===== src/sv/min_heap_sort_descending_defines.svh =====
// Assertion macros shared by the RTL of the heap sorter.
// Each macro expects signals named clock and reset in the module that uses it.
`ifndef MIN_HEAP_SORT_DESCENDING_DEFINES_SVH
`define MIN_HEAP_SORT_DESCENDING_DEFINES_SVH

// The consequent must hold in the same cycle as the antecedent.
`define MHS_ASSERT_SAME(label, ante, cons, msg) \
   label: assert property (@(posedge clock) disable iff (reset) (ante) |-> (cons)) \
      else $error(msg);

// The consequent must hold in the cycle after the antecedent.
`define MHS_ASSERT_NEXT(label, ante, cons, msg) \
   label: assert property (@(posedge clock) disable iff (reset) (ante) |=> (cons)) \
      else $error(msg);

`endif


===== src/sv/mhs_pkg.sv =====
// Shared types and constants of the heap sorter.
// No dependencies; used by the top level.
`default_nettype none

package mhs_pkg;

   localparam int VALUE_W       = 32;
   localparam int DEPTH_DEFAULT = 64;

   typedef logic signed [VALUE_W-1:0] value_type;

endpackage

`default_nettype wire


===== src/sv/mhs_ram.sv =====
// Generic simple dual-port RAM: one write port and one read port with a registered read.
// No dependencies.
`default_nettype none

module mhs_ram #(
   parameter int WIDTH = 32,
   parameter int DEPTH = 64
) (
   input  wire logic                     clock,
   input  wire logic                     wr_en,
   input  wire logic [$clog2(DEPTH)-1:0] wr_addr,
   input  wire logic [WIDTH-1:0]         wr_data,
   input  wire logic                     rd_en,
   input  wire logic [$clog2(DEPTH)-1:0] rd_addr,
   output logic      [WIDTH-1:0]         rd_data
);

   logic [WIDTH-1:0] mem [DEPTH];

   always_ff @(posedge clock) begin
      if (wr_en) begin
         mem[wr_addr] <= wr_data;
      end
   end

   always_ff @(posedge clock) begin
      if (rd_en) begin
         rd_data <= mem[rd_addr];
      end
   end

endmodule

`default_nettype wire


===== src/sv/min_heap_sort_descending.sv =====
// Loading takes one item per cycle; the final item starts a sort made of sifts over the
// levels of the heap, after which the results are read out of the store one at a time.
// Throughput is set by the sift loop on the single read port of the store.
// One set is handled at a time: no item is taken from the sort until the last result leaves.
// Reset (synchronous, active high) clears the control state, the element count and the
// overflow flag; the store contents stay undefined, since only written entries are read.
`default_nettype none

`include "min_heap_sort_descending_defines.svh"

module min_heap_sort_descending #(
   parameter int DEPTH = mhs_pkg::DEPTH_DEFAULT
) (
   input  wire logic               clock,
   input  wire logic               reset,
   // Input channel: one element per item.
   input  wire logic               req_valid,
   output logic                    req_stall,
   input  wire mhs_pkg::value_type req_value,
   input  wire logic               req_final_item,
   // Result channel: the elements in descending order.
   output logic                    rsp_valid,
   input  wire logic               rsp_stall,
   output mhs_pkg::value_type      rsp_sorted_value,
   output logic                    rsp_run_end,
   output logic                    rsp_overflow
);

   // Address width of the store, width of a count that can hold DEPTH itself, and a
   // wider index for child positions, which can run to twice the depth.
   localparam int AW = $clog2(DEPTH);
   localparam int CW = $clog2(DEPTH + 1);
   localparam int XW = CW + 1;

   // Sequencer states.
   localparam logic [3:0] S_LOAD       = 4'd0;
   localparam logic [3:0] S_BUILD_NEXT = 4'd1;
   localparam logic [3:0] S_SIFT_LOAD  = 4'd2;
   localparam logic [3:0] S_SIFT       = 4'd3;
   localparam logic [3:0] S_SIFT_L     = 4'd4;
   localparam logic [3:0] S_SIFT_R     = 4'd5;
   localparam logic [3:0] S_SIFT_CMP   = 4'd6;
   localparam logic [3:0] S_EXT_NEXT   = 4'd7;
   localparam logic [3:0] S_EXT_RDK    = 4'd8;
   localparam logic [3:0] S_EXT_SWAP   = 4'd9;
   localparam logic [3:0] S_OUT_RD     = 4'd10;
   localparam logic [3:0] S_OUT_CAP    = 4'd11;
   localparam logic [3:0] S_OUT_WAIT   = 4'd12;

   // Control state.
   logic [3:0]    state_ff, state_in;
   logic [CW-1:0] count_ff, count_in;     // elements held in the store
   logic          overflow_ff, overflow_in;
   logic [CW-1:0] n_ff, n_in;             // size of the set being sorted
   logic [CW-1:0] k_ff, k_in;             // build: parents left; extraction: unsorted tail
   logic [CW-1:0] limit_ff, limit_in;     // heap size of the current sift
   logic          phase_ext_ff, phase_ext_in;
   logic [AW-1:0] p_ff, p_in;             // hole position of the current sift
   logic [AW-1:0] cidx_ff, cidx_in;       // smaller child found so far
   logic [AW-1:0] i_ff, i_in;             // output position
   logic          rsp_valid_ff, rsp_valid_in;

   // Payload registers.
   mhs_pkg::value_type pval_ff, pval_in;  // value carried down by the sift
   mhs_pkg::value_type cval_ff, cval_in;  // smaller child value, or the old root
   mhs_pkg::value_type rsp_value_ff, rsp_value_in;
   logic               rsp_run_end_ff, rsp_run_end_in;
   logic               rsp_overflow_ff, rsp_overflow_in;

   // Store ports.
   logic               wr_en;
   logic [AW-1:0]      wr_addr;
   mhs_pkg::value_type wr_data;
   logic               rd_en;
   logic [AW-1:0]      rd_addr;
   mhs_pkg::value_type rd_data;

   logic          req_accept;
   logic          store_full;
   logic [CW-1:0] count_next;
   logic [XW-1:0] c_left;
   logic [XW-1:0] c_right;
   logic          has_left;
   logic          has_right;

   // The heap store. Every entry is written before it is read, and a read never
   // addresses the entry written in the same cycle, so no forwarding is needed.
   mhs_ram #(
      .WIDTH (mhs_pkg::VALUE_W),
      .DEPTH (DEPTH)
   ) u_store (
      .clock   (clock),
      .wr_en   (wr_en),
      .wr_addr (wr_addr),
      .wr_data (wr_data),
      .rd_en   (rd_en),
      .rd_addr (rd_addr),
      .rd_data (rd_data)
   );

   // Items are taken only while loading; the sort and the output run undisturbed.
   assign req_stall  = (state_ff != S_LOAD);
   assign req_accept = req_valid && !req_stall;

   assign store_full = (count_ff == CW'(DEPTH));
   assign count_next = store_full ? count_ff : count_ff + CW'(1);

   // Children of the hole, compared against the heap size in a wider index.
   assign c_left    = XW'({p_ff, 1'b0}) + XW'(1);
   assign c_right   = c_left + XW'(1);
   assign has_left  = (c_left < XW'(limit_ff));
   assign has_right = (c_right < XW'(limit_ff));

   always_comb begin
      state_in        = state_ff;
      count_in        = count_ff;
      overflow_in     = overflow_ff;
      n_in            = n_ff;
      k_in            = k_ff;
      limit_in        = limit_ff;
      phase_ext_in    = phase_ext_ff;
      p_in            = p_ff;
      cidx_in         = cidx_ff;
      i_in            = i_ff;
      rsp_valid_in    = rsp_valid_ff;
      pval_in         = pval_ff;
      cval_in         = cval_ff;
      rsp_value_in    = rsp_value_ff;
      rsp_run_end_in  = rsp_run_end_ff;
      rsp_overflow_in = rsp_overflow_ff;
      wr_en           = 1'b0;
      wr_addr         = p_ff;
      wr_data         = pval_ff;
      rd_en           = 1'b0;
      rd_addr         = p_ff;

      unique case (state_ff)
         S_LOAD: begin
            // Store the element, or drop it and remember the overflow when full.
            if (req_accept) begin
               if (store_full) begin
                  overflow_in = 1'b1;
               end else begin
                  wr_en   = 1'b1;
                  wr_addr = count_ff[AW-1:0];
                  wr_data = req_value;
               end
               count_in = count_next;
               if (req_final_item) begin
                  // The build phase walks the parents from n/2 - 1 down to the root.
                  n_in         = count_next;
                  k_in         = count_next >> 1;
                  phase_ext_in = 1'b0;
                  state_in     = S_BUILD_NEXT;
               end
            end
         end

         S_BUILD_NEXT: begin
            if (k_ff == '0) begin
               // Heap is built; extraction works on the unsorted prefix of n - 1 down to 1.
               k_in         = n_ff - CW'(1);
               phase_ext_in = 1'b1;
               state_in     = S_EXT_NEXT;
            end else begin
               rd_en    = 1'b1;
               rd_addr  = AW'(k_ff - CW'(1));
               p_in     = AW'(k_ff - CW'(1));
               limit_in = n_ff;
               k_in     = k_ff - CW'(1);
               state_in = S_SIFT_LOAD;
            end
         end

         S_SIFT_LOAD: begin
            pval_in  = rd_data;
            state_in = S_SIFT;
         end

         S_SIFT: begin
            if (has_left) begin
               rd_en    = 1'b1;
               rd_addr  = AW'(c_left);
               state_in = S_SIFT_L;
            end else begin
               // Leaf reached: drop the carried value into the hole.
               wr_en    = 1'b1;
               state_in = phase_ext_ff ? S_EXT_NEXT : S_BUILD_NEXT;
            end
         end

         S_SIFT_L: begin
            cval_in = rd_data;
            cidx_in = AW'(c_left);
            if (has_right) begin
               rd_en    = 1'b1;
               rd_addr  = AW'(c_right);
               state_in = S_SIFT_R;
            end else begin
               state_in = S_SIFT_CMP;
            end
         end

         S_SIFT_R: begin
            // The right child wins only when strictly smaller.
            if (cval_ff > rd_data) begin
               cval_in = rd_data;
               cidx_in = AW'(c_right);
            end
            state_in = S_SIFT_CMP;
         end

         S_SIFT_CMP: begin
            wr_en = 1'b1;
            if (pval_ff <= cval_ff) begin
               state_in = phase_ext_ff ? S_EXT_NEXT : S_BUILD_NEXT;
            end else begin
               // Move the child up into the hole and follow it down.
               wr_data  = cval_ff;
               p_in     = cidx_ff;
               state_in = S_SIFT;
            end
         end

         S_EXT_NEXT: begin
            if (k_ff == '0) begin
               i_in     = '0;
               state_in = S_OUT_RD;
            end else begin
               rd_en    = 1'b1;
               rd_addr  = '0;
               state_in = S_EXT_RDK;
            end
         end

         S_EXT_RDK: begin
            cval_in  = rd_data;
            rd_en    = 1'b1;
            rd_addr  = AW'(k_ff);
            state_in = S_EXT_SWAP;
         end

         S_EXT_SWAP: begin
            // The minimum goes to the tail; the old tail value sifts down from the root.
            pval_in  = rd_data;
            wr_en    = 1'b1;
            wr_addr  = AW'(k_ff);
            wr_data  = cval_ff;
            p_in     = '0;
            limit_in = k_ff;
            k_in     = k_ff - CW'(1);
            state_in = S_SIFT;
         end

         S_OUT_RD: begin
            rd_en    = 1'b1;
            rd_addr  = i_ff;
            state_in = S_OUT_CAP;
         end

         S_OUT_CAP: begin
            rsp_value_in    = rd_data;
            rsp_run_end_in  = (CW'(i_ff) + CW'(1) == n_ff);
            rsp_overflow_in = overflow_ff;
            rsp_valid_in    = 1'b1;
            state_in        = S_OUT_WAIT;
         end

         S_OUT_WAIT: begin
            if (!rsp_stall) begin
               rsp_valid_in = 1'b0;
               if (rsp_run_end_ff) begin
                  // Run complete: the store is free for the next set.
                  count_in    = '0;
                  overflow_in = 1'b0;
                  state_in    = S_LOAD;
               end else begin
                  i_in     = i_ff + AW'(1);
                  state_in = S_OUT_RD;
               end
            end
         end

         default: begin
            state_in = S_LOAD;
         end
      endcase
   end

   always_ff @(posedge clock) begin
      if (reset) begin
         state_ff     <= S_LOAD;
         count_ff     <= '0;
         overflow_ff  <= 1'b0;
         n_ff         <= '0;
         k_ff         <= '0;
         limit_ff     <= '0;
         phase_ext_ff <= 1'b0;
         p_ff         <= '0;
         cidx_ff      <= '0;
         i_ff         <= '0;
         rsp_valid_ff <= 1'b0;
      end else begin
         state_ff     <= state_in;
         count_ff     <= count_in;
         overflow_ff  <= overflow_in;
         n_ff         <= n_in;
         k_ff         <= k_in;
         limit_ff     <= limit_in;
         phase_ext_ff <= phase_ext_in;
         p_ff         <= p_in;
         cidx_ff      <= cidx_in;
         i_ff         <= i_in;
         rsp_valid_ff <= rsp_valid_in;
      end
   end

   always_ff @(posedge clock) begin
      pval_ff         <= pval_in;
      cval_ff         <= cval_in;
      rsp_value_ff    <= rsp_value_in;
      rsp_run_end_ff  <= rsp_run_end_in;
      rsp_overflow_ff <= rsp_overflow_in;
   end

   assign rsp_valid        = rsp_valid_ff;
   assign rsp_sorted_value = rsp_value_ff;
   assign rsp_run_end      = rsp_run_end_ff;
   assign rsp_overflow     = rsp_overflow_ff;

   // The element count never passes the store depth.
   `MHS_ASSERT_SAME(a_count_bound, 1'b1, count_ff <= CW'(DEPTH), "element count above depth")
   // A read never targets the entry that is being written in the same cycle.
   `MHS_ASSERT_SAME(a_no_rw_clash, wr_en && rd_en, wr_addr != rd_addr, "store read/write clash")
   // The chosen child always lies inside the heap of the current sift.
   `MHS_ASSERT_SAME(a_child_in_heap, state_ff == S_SIFT_CMP, CW'(cidx_ff) < limit_ff,
      "sift child outside heap")
   // Taking the last result of a run leaves the block empty and loading.
   `MHS_ASSERT_NEXT(a_run_clears, rsp_valid && !rsp_stall && rsp_run_end,
      count_ff == '0 && !overflow_ff && state_ff == S_LOAD, "run end did not clear state")
   // No new item is taken while a result is on offer.
   `MHS_ASSERT_SAME(a_no_load_on_rsp, rsp_valid_ff, req_stall, "input taken during output")

endmodule

`default_nettype wire


===== config.mk =====
export PLATFORM = sky130hd
export DESIGN_NAME = min_heap_sort_descending
export DESIGN_NICKNAME = d
export VERILOG_FILES = /design/src/sv/mhs_pkg.sv /design/src/sv/mhs_ram.sv /design/src/sv/min_heap_sort_descending.sv
export VERILOG_INCLUDE_DIRS = /design/src /design/src/sv
export SDC_FILE = /design/constraint.sdc
export NUM_CORES = 2
export LEC_CHECK = 0
export ABC_CLOCK_PERIOD_IN_PS = 11150
export BUFFER_PORTS_ARGS = -buffer_cell sky130_fd_sc_hd__buf_2
export CORE_MARGIN = 8
export CORE_UTILIZATION = 65
export CTS_CLUSTER_DIAMETER = 150
export DETAILED_ROUTE_END_ITERATION = 8
export GPL_TIMING_DRIVEN = 0
export HOLD_SLACK_MARGIN = 0.02
export PLACE_DENSITY_LB_ADDON = 0.25
export SYNTH_ARGS = -nofsm -noshare
export SYNTH_HDL_FRONTEND = slang
export SYNTH_SLANG_ARGS = --single-unit
export TNS_END_PERCENT = 5

===== constraint.sdc =====
create_clock -name clock -period 11.15 [get_ports clock]
set_clock_uncertainty 0.2 [all_clocks]
set_input_delay 0.5575 -clock clock [delete_from_list [all_inputs] [get_ports clock]]
set_output_delay 0.5575 -clock clock [all_outputs]
set_load 0.05 [all_outputs]

==> impl_metrics.json <==
{
  "syn2layout_area_growth_pct": 14.47,
  "yosysTopAreaCell": "edfxtp_1",
  "avgSynthCellArea_sq_um": 15.07,
  "layout_common_cells": "2178 x edfxtp_1, 893 x nand2_1, 623 x mux2i_1",
  "final.setup.worst_slack_ns": 2.676,
  "clock.fmax_mhz": 118.0,
  "first_pass_iters": 8,
  "numCtsBuffers": 210,
  "whs_ns": 0.2138,
  "synth_edf_count": 2178,
  "final_cells": 8335,
  "r2r.worst_path.cells": 18,
  "critPathLaunchType": "register",
  "finalMaxSlewViolations": 19,
  "vias": 58070,
  "gr-total-overflow": 0,
  "drc_errors": 0,
  "crit_required_ns": 11.53,
  "crit_chain": "clkbuf_1, inv_1, nor3_1, nand3_1, xnor2_1, ha_1, nand3_1, a21o_1, a21oi_1, o21ai_0, a211oi_1, clkbuf_1, clkbuf_1, a32oi_1, a31oi_1, nor4_2, buf_4, a221o_1",
  "cts.repair.resized": 0,
  "cts_tree": "built",
  "nets": 6484,
  "hpwlAfterDp_mm": 182.3,
  "grt_pass1_wl_mm": 380.8,
  "worst_pin_slew_ns": 1.658,
  "crit_family": "compound AO/OA/AOI/OAI gates",
  "rows": 136,
  "crit_path_max_fanout": 10,
  "ff2ff_setup_slack_ns": 2.68,
  "clock_latency_ns": 0.87,
  "synth_top_area_share_pct": 72.86,
  "status": "complete, but fails checks",
  "synthDistinctLibCells": 88,
  "avgViaCountPerCell": 6.967,
  "max_stage_delay_ns": 1.17,
  "dieArea_sq_mm": 0.1502,
  "period_share_pct": 76.00,
  "wl_per_cell_um": 32.14,
  "n_fill_cell": 7904,
  "finalHoldViolCount": 0,
  "antenna_found_initial": 10,
  "cp_common_cell": "clkbuf_1",
  "ios": 73,
  "start_util_pct": 65.37,
  "yosys.area_share.simple_pct": 7.521,
  "rr_endpoint": "u_store.rd_data[3]",
  "synth-compound-area-share_pct": 7.926,
  "io_buffers": 71,
  "worstSetupPathDepth": 18,
  "ys_seq_elements": 2231,
  "routed_wl_mm": 267.9,
  "worst-setup-path-type": "register to register",
  "clock-sinks": 2231,
  "fin_tns_setup_ns": 0,
  "slew_headroom_pct": -11.58,
  "drive_gt1_share_pct": 11.51,
  "critPathLaunch": "p_ff[0]",
  "setup_viol": 0,
  "final_antenna_net_count": 0,
  "gp_congestion": 0.9810,
  "maxCapViolations": 5,
  "die_w_um": 387.6,
  "netlist_instances": 5955,
  "clock-root-buffer": "clkbuf_16",
  "r2r_start": "p_ff[0]",
  "synth_top_family_by_area": "compound AO/OA/AOI/OAI gates",
  "core_area_sq_mm": 0.1373,
  "synth_area_leaders": "edfxtp_1 73%, mux2i_1 6.9%, nand2_1 3.7%",
  "rsz0062_at_grt": "no",
  "die_height_um": 387.6,
  "syn-num-nets": 6074,
  "period_needed_ns": 8.474,
  "muxShareOfSynthArea_pct": 6.960,
  "clk_pin_slew_ns": 0.07,
  "yosysSeqAreaShare_pct": 74.04,
  "hold_class": "primary input to register",
  "syn_area_sq_mm": 0.08976,
  "yosys.area_share.adder_pct": 1.143,
  "crit_arrival_ns": 8.86,
  "crit_buf_inv": 5,
  "clock_path_buffers": 3,
  "violations": "capacitance limit, slew limit",
  "h-tree-depth": 4,
  "yosysWarnings": 0,
  "async_flop_share_pct": 0,
  "layout_commonest_cell": "edfxtp_1",
  "grt_pass1_vias": 55910,
  "crit_end": "u_store.rd_data[3]",
  "grt_use_total_pct": 34.65,
  "critPathCaptureType": "register",
  "synth-xor-area-share_pct": 0.2732,
  "place_inst": 7941,
  "drtIter0Drc": 9186,
  "pre_cts_slack_ns": 3.231,
  "dominantRegCellSynth": "edfxtp_1",
  "cp_slowest_cell": "clkbuf_1",
  "grt_max_degree": 65
}
[kinds of logic (layout without fill, tap and decap cells)]
logic type	Yosys count	after routing
buffers and inverters	452	1033
adder cells (fa/ha/maj)	82	82
other	0	5
XOR/XNOR	28	28
multiplexers	624	624
AO/OA/AOI/OAI	1008	1008
flip-flops	2231	2231
AND/OR/NAND/NOR	1530	1530
[tightest hold or removal path, cell delays in order]
cell,delay [ns]
buf_2,0.08
a221oi_1,0.08
o21ai_0,0.16
o2bb2ai_4,0.24
[cell usage after synthesis, types with 9 or more instances]
cell type and instances:
a221oi_1 38, xnor2_1 15, xor2_1 13, nor4_1 33
mux2i_1 623, edfxtp_1 2178, nor2_1 144, buf_4 23
a21o_1 48, o21bai_1 31, buf_2 106, inv_1 87
dfxtp_1 53, or4_1 65, o22ai_1 195, o211ai_1 10
ha_1 82, o221ai_1 37, nor2b_1 13, nand3_1 274
a221o_1 37, buf_1 20, clkbuf_1 216, o2bb2ai_1 31
nand2_1 893, a211oi_1 16, a31oi_1 160, nand4_1 19
o21ai_0 108, nor3_1 29, nand2b_1 12, a32oi_1 125
o31ai_1 9, a21oi_1 101
[metal layers]
metal | GRT usage (%) | part of all wire (%) | vias up
li1 | - | - | 24050
met1 | 47.02 | 35 | 28710
met2 | 50.93 | 44 | 4612
met3 | 9.939 | 14 | 700
met4 | 19.24 | 6.6 | 2
met5 | 0 | 0.0049 | -
[state kept, by name, indices dropped and copies added (netlist names), 4 cells and up]
signal and count:
k_ff 7, p_ff 6, rsp_sorted_value 32, state_ff 4
i_ff 6, cval_ff 32, cidx_ff 6, u_store.mem 2048
count_ff 7, n_ff 7, pval_ff 32, u_store.rd_data 32
limit_ff 7
[repair_timing]
item	4_1_cts	5_1_grt
setup endpoints to repair	0	0
hold buffers	6	0
hold endpoints to repair	7	0
buffers inserted	0	0
[metrics by stage]
stage	cell area, sq um	utilization [%]
finish	102800	74.83
global route	102700	74.82
CTS	102700	74.81
detailed placement	96020	69.92
global placement	92360	67.26
floorplan	89760	-
[how the worst min path moves through the flow]
stage | from | endpoint | slack [ns] | cells past startpoint
after floorplan | overflow_ff | rsp_overflow | 0.20 | 0
after global placement | overflow_ff | rsp_overflow | 0.26 | 0
after detailed placement | overflow_ff | rsp_overflow | 0.25 | 0
after CTS | req_value[6] | u_store.mem[20][6] | 0.15 | 4
after global routing | req_value[9] | u_store.mem[28][9] | 0.19 | 4
final | req_value[10] | u_store.mem[28][10] | 0.21 | 4
[final cells by class]
type	instances	area, sq um	area share, %
Inverter	87	326.6	0.3178
Clock inverter	116	1065	1.036
Tap cell	1794	2245	2.185
Clock buffer	267	5585	5.436
Sequential cell	2231	66460	64.68
Buffer	365	1589	1.546
Multi-Input combinational cell	3272	22570	21.97
Timing Repair Buffer	198	2893	2.815
Antenna cell	5	12.51	0.01218
Power is left out: the tool's default activity adds up to more than one toggle a clock period on the data nets, which glitch-free logic cannot reach.
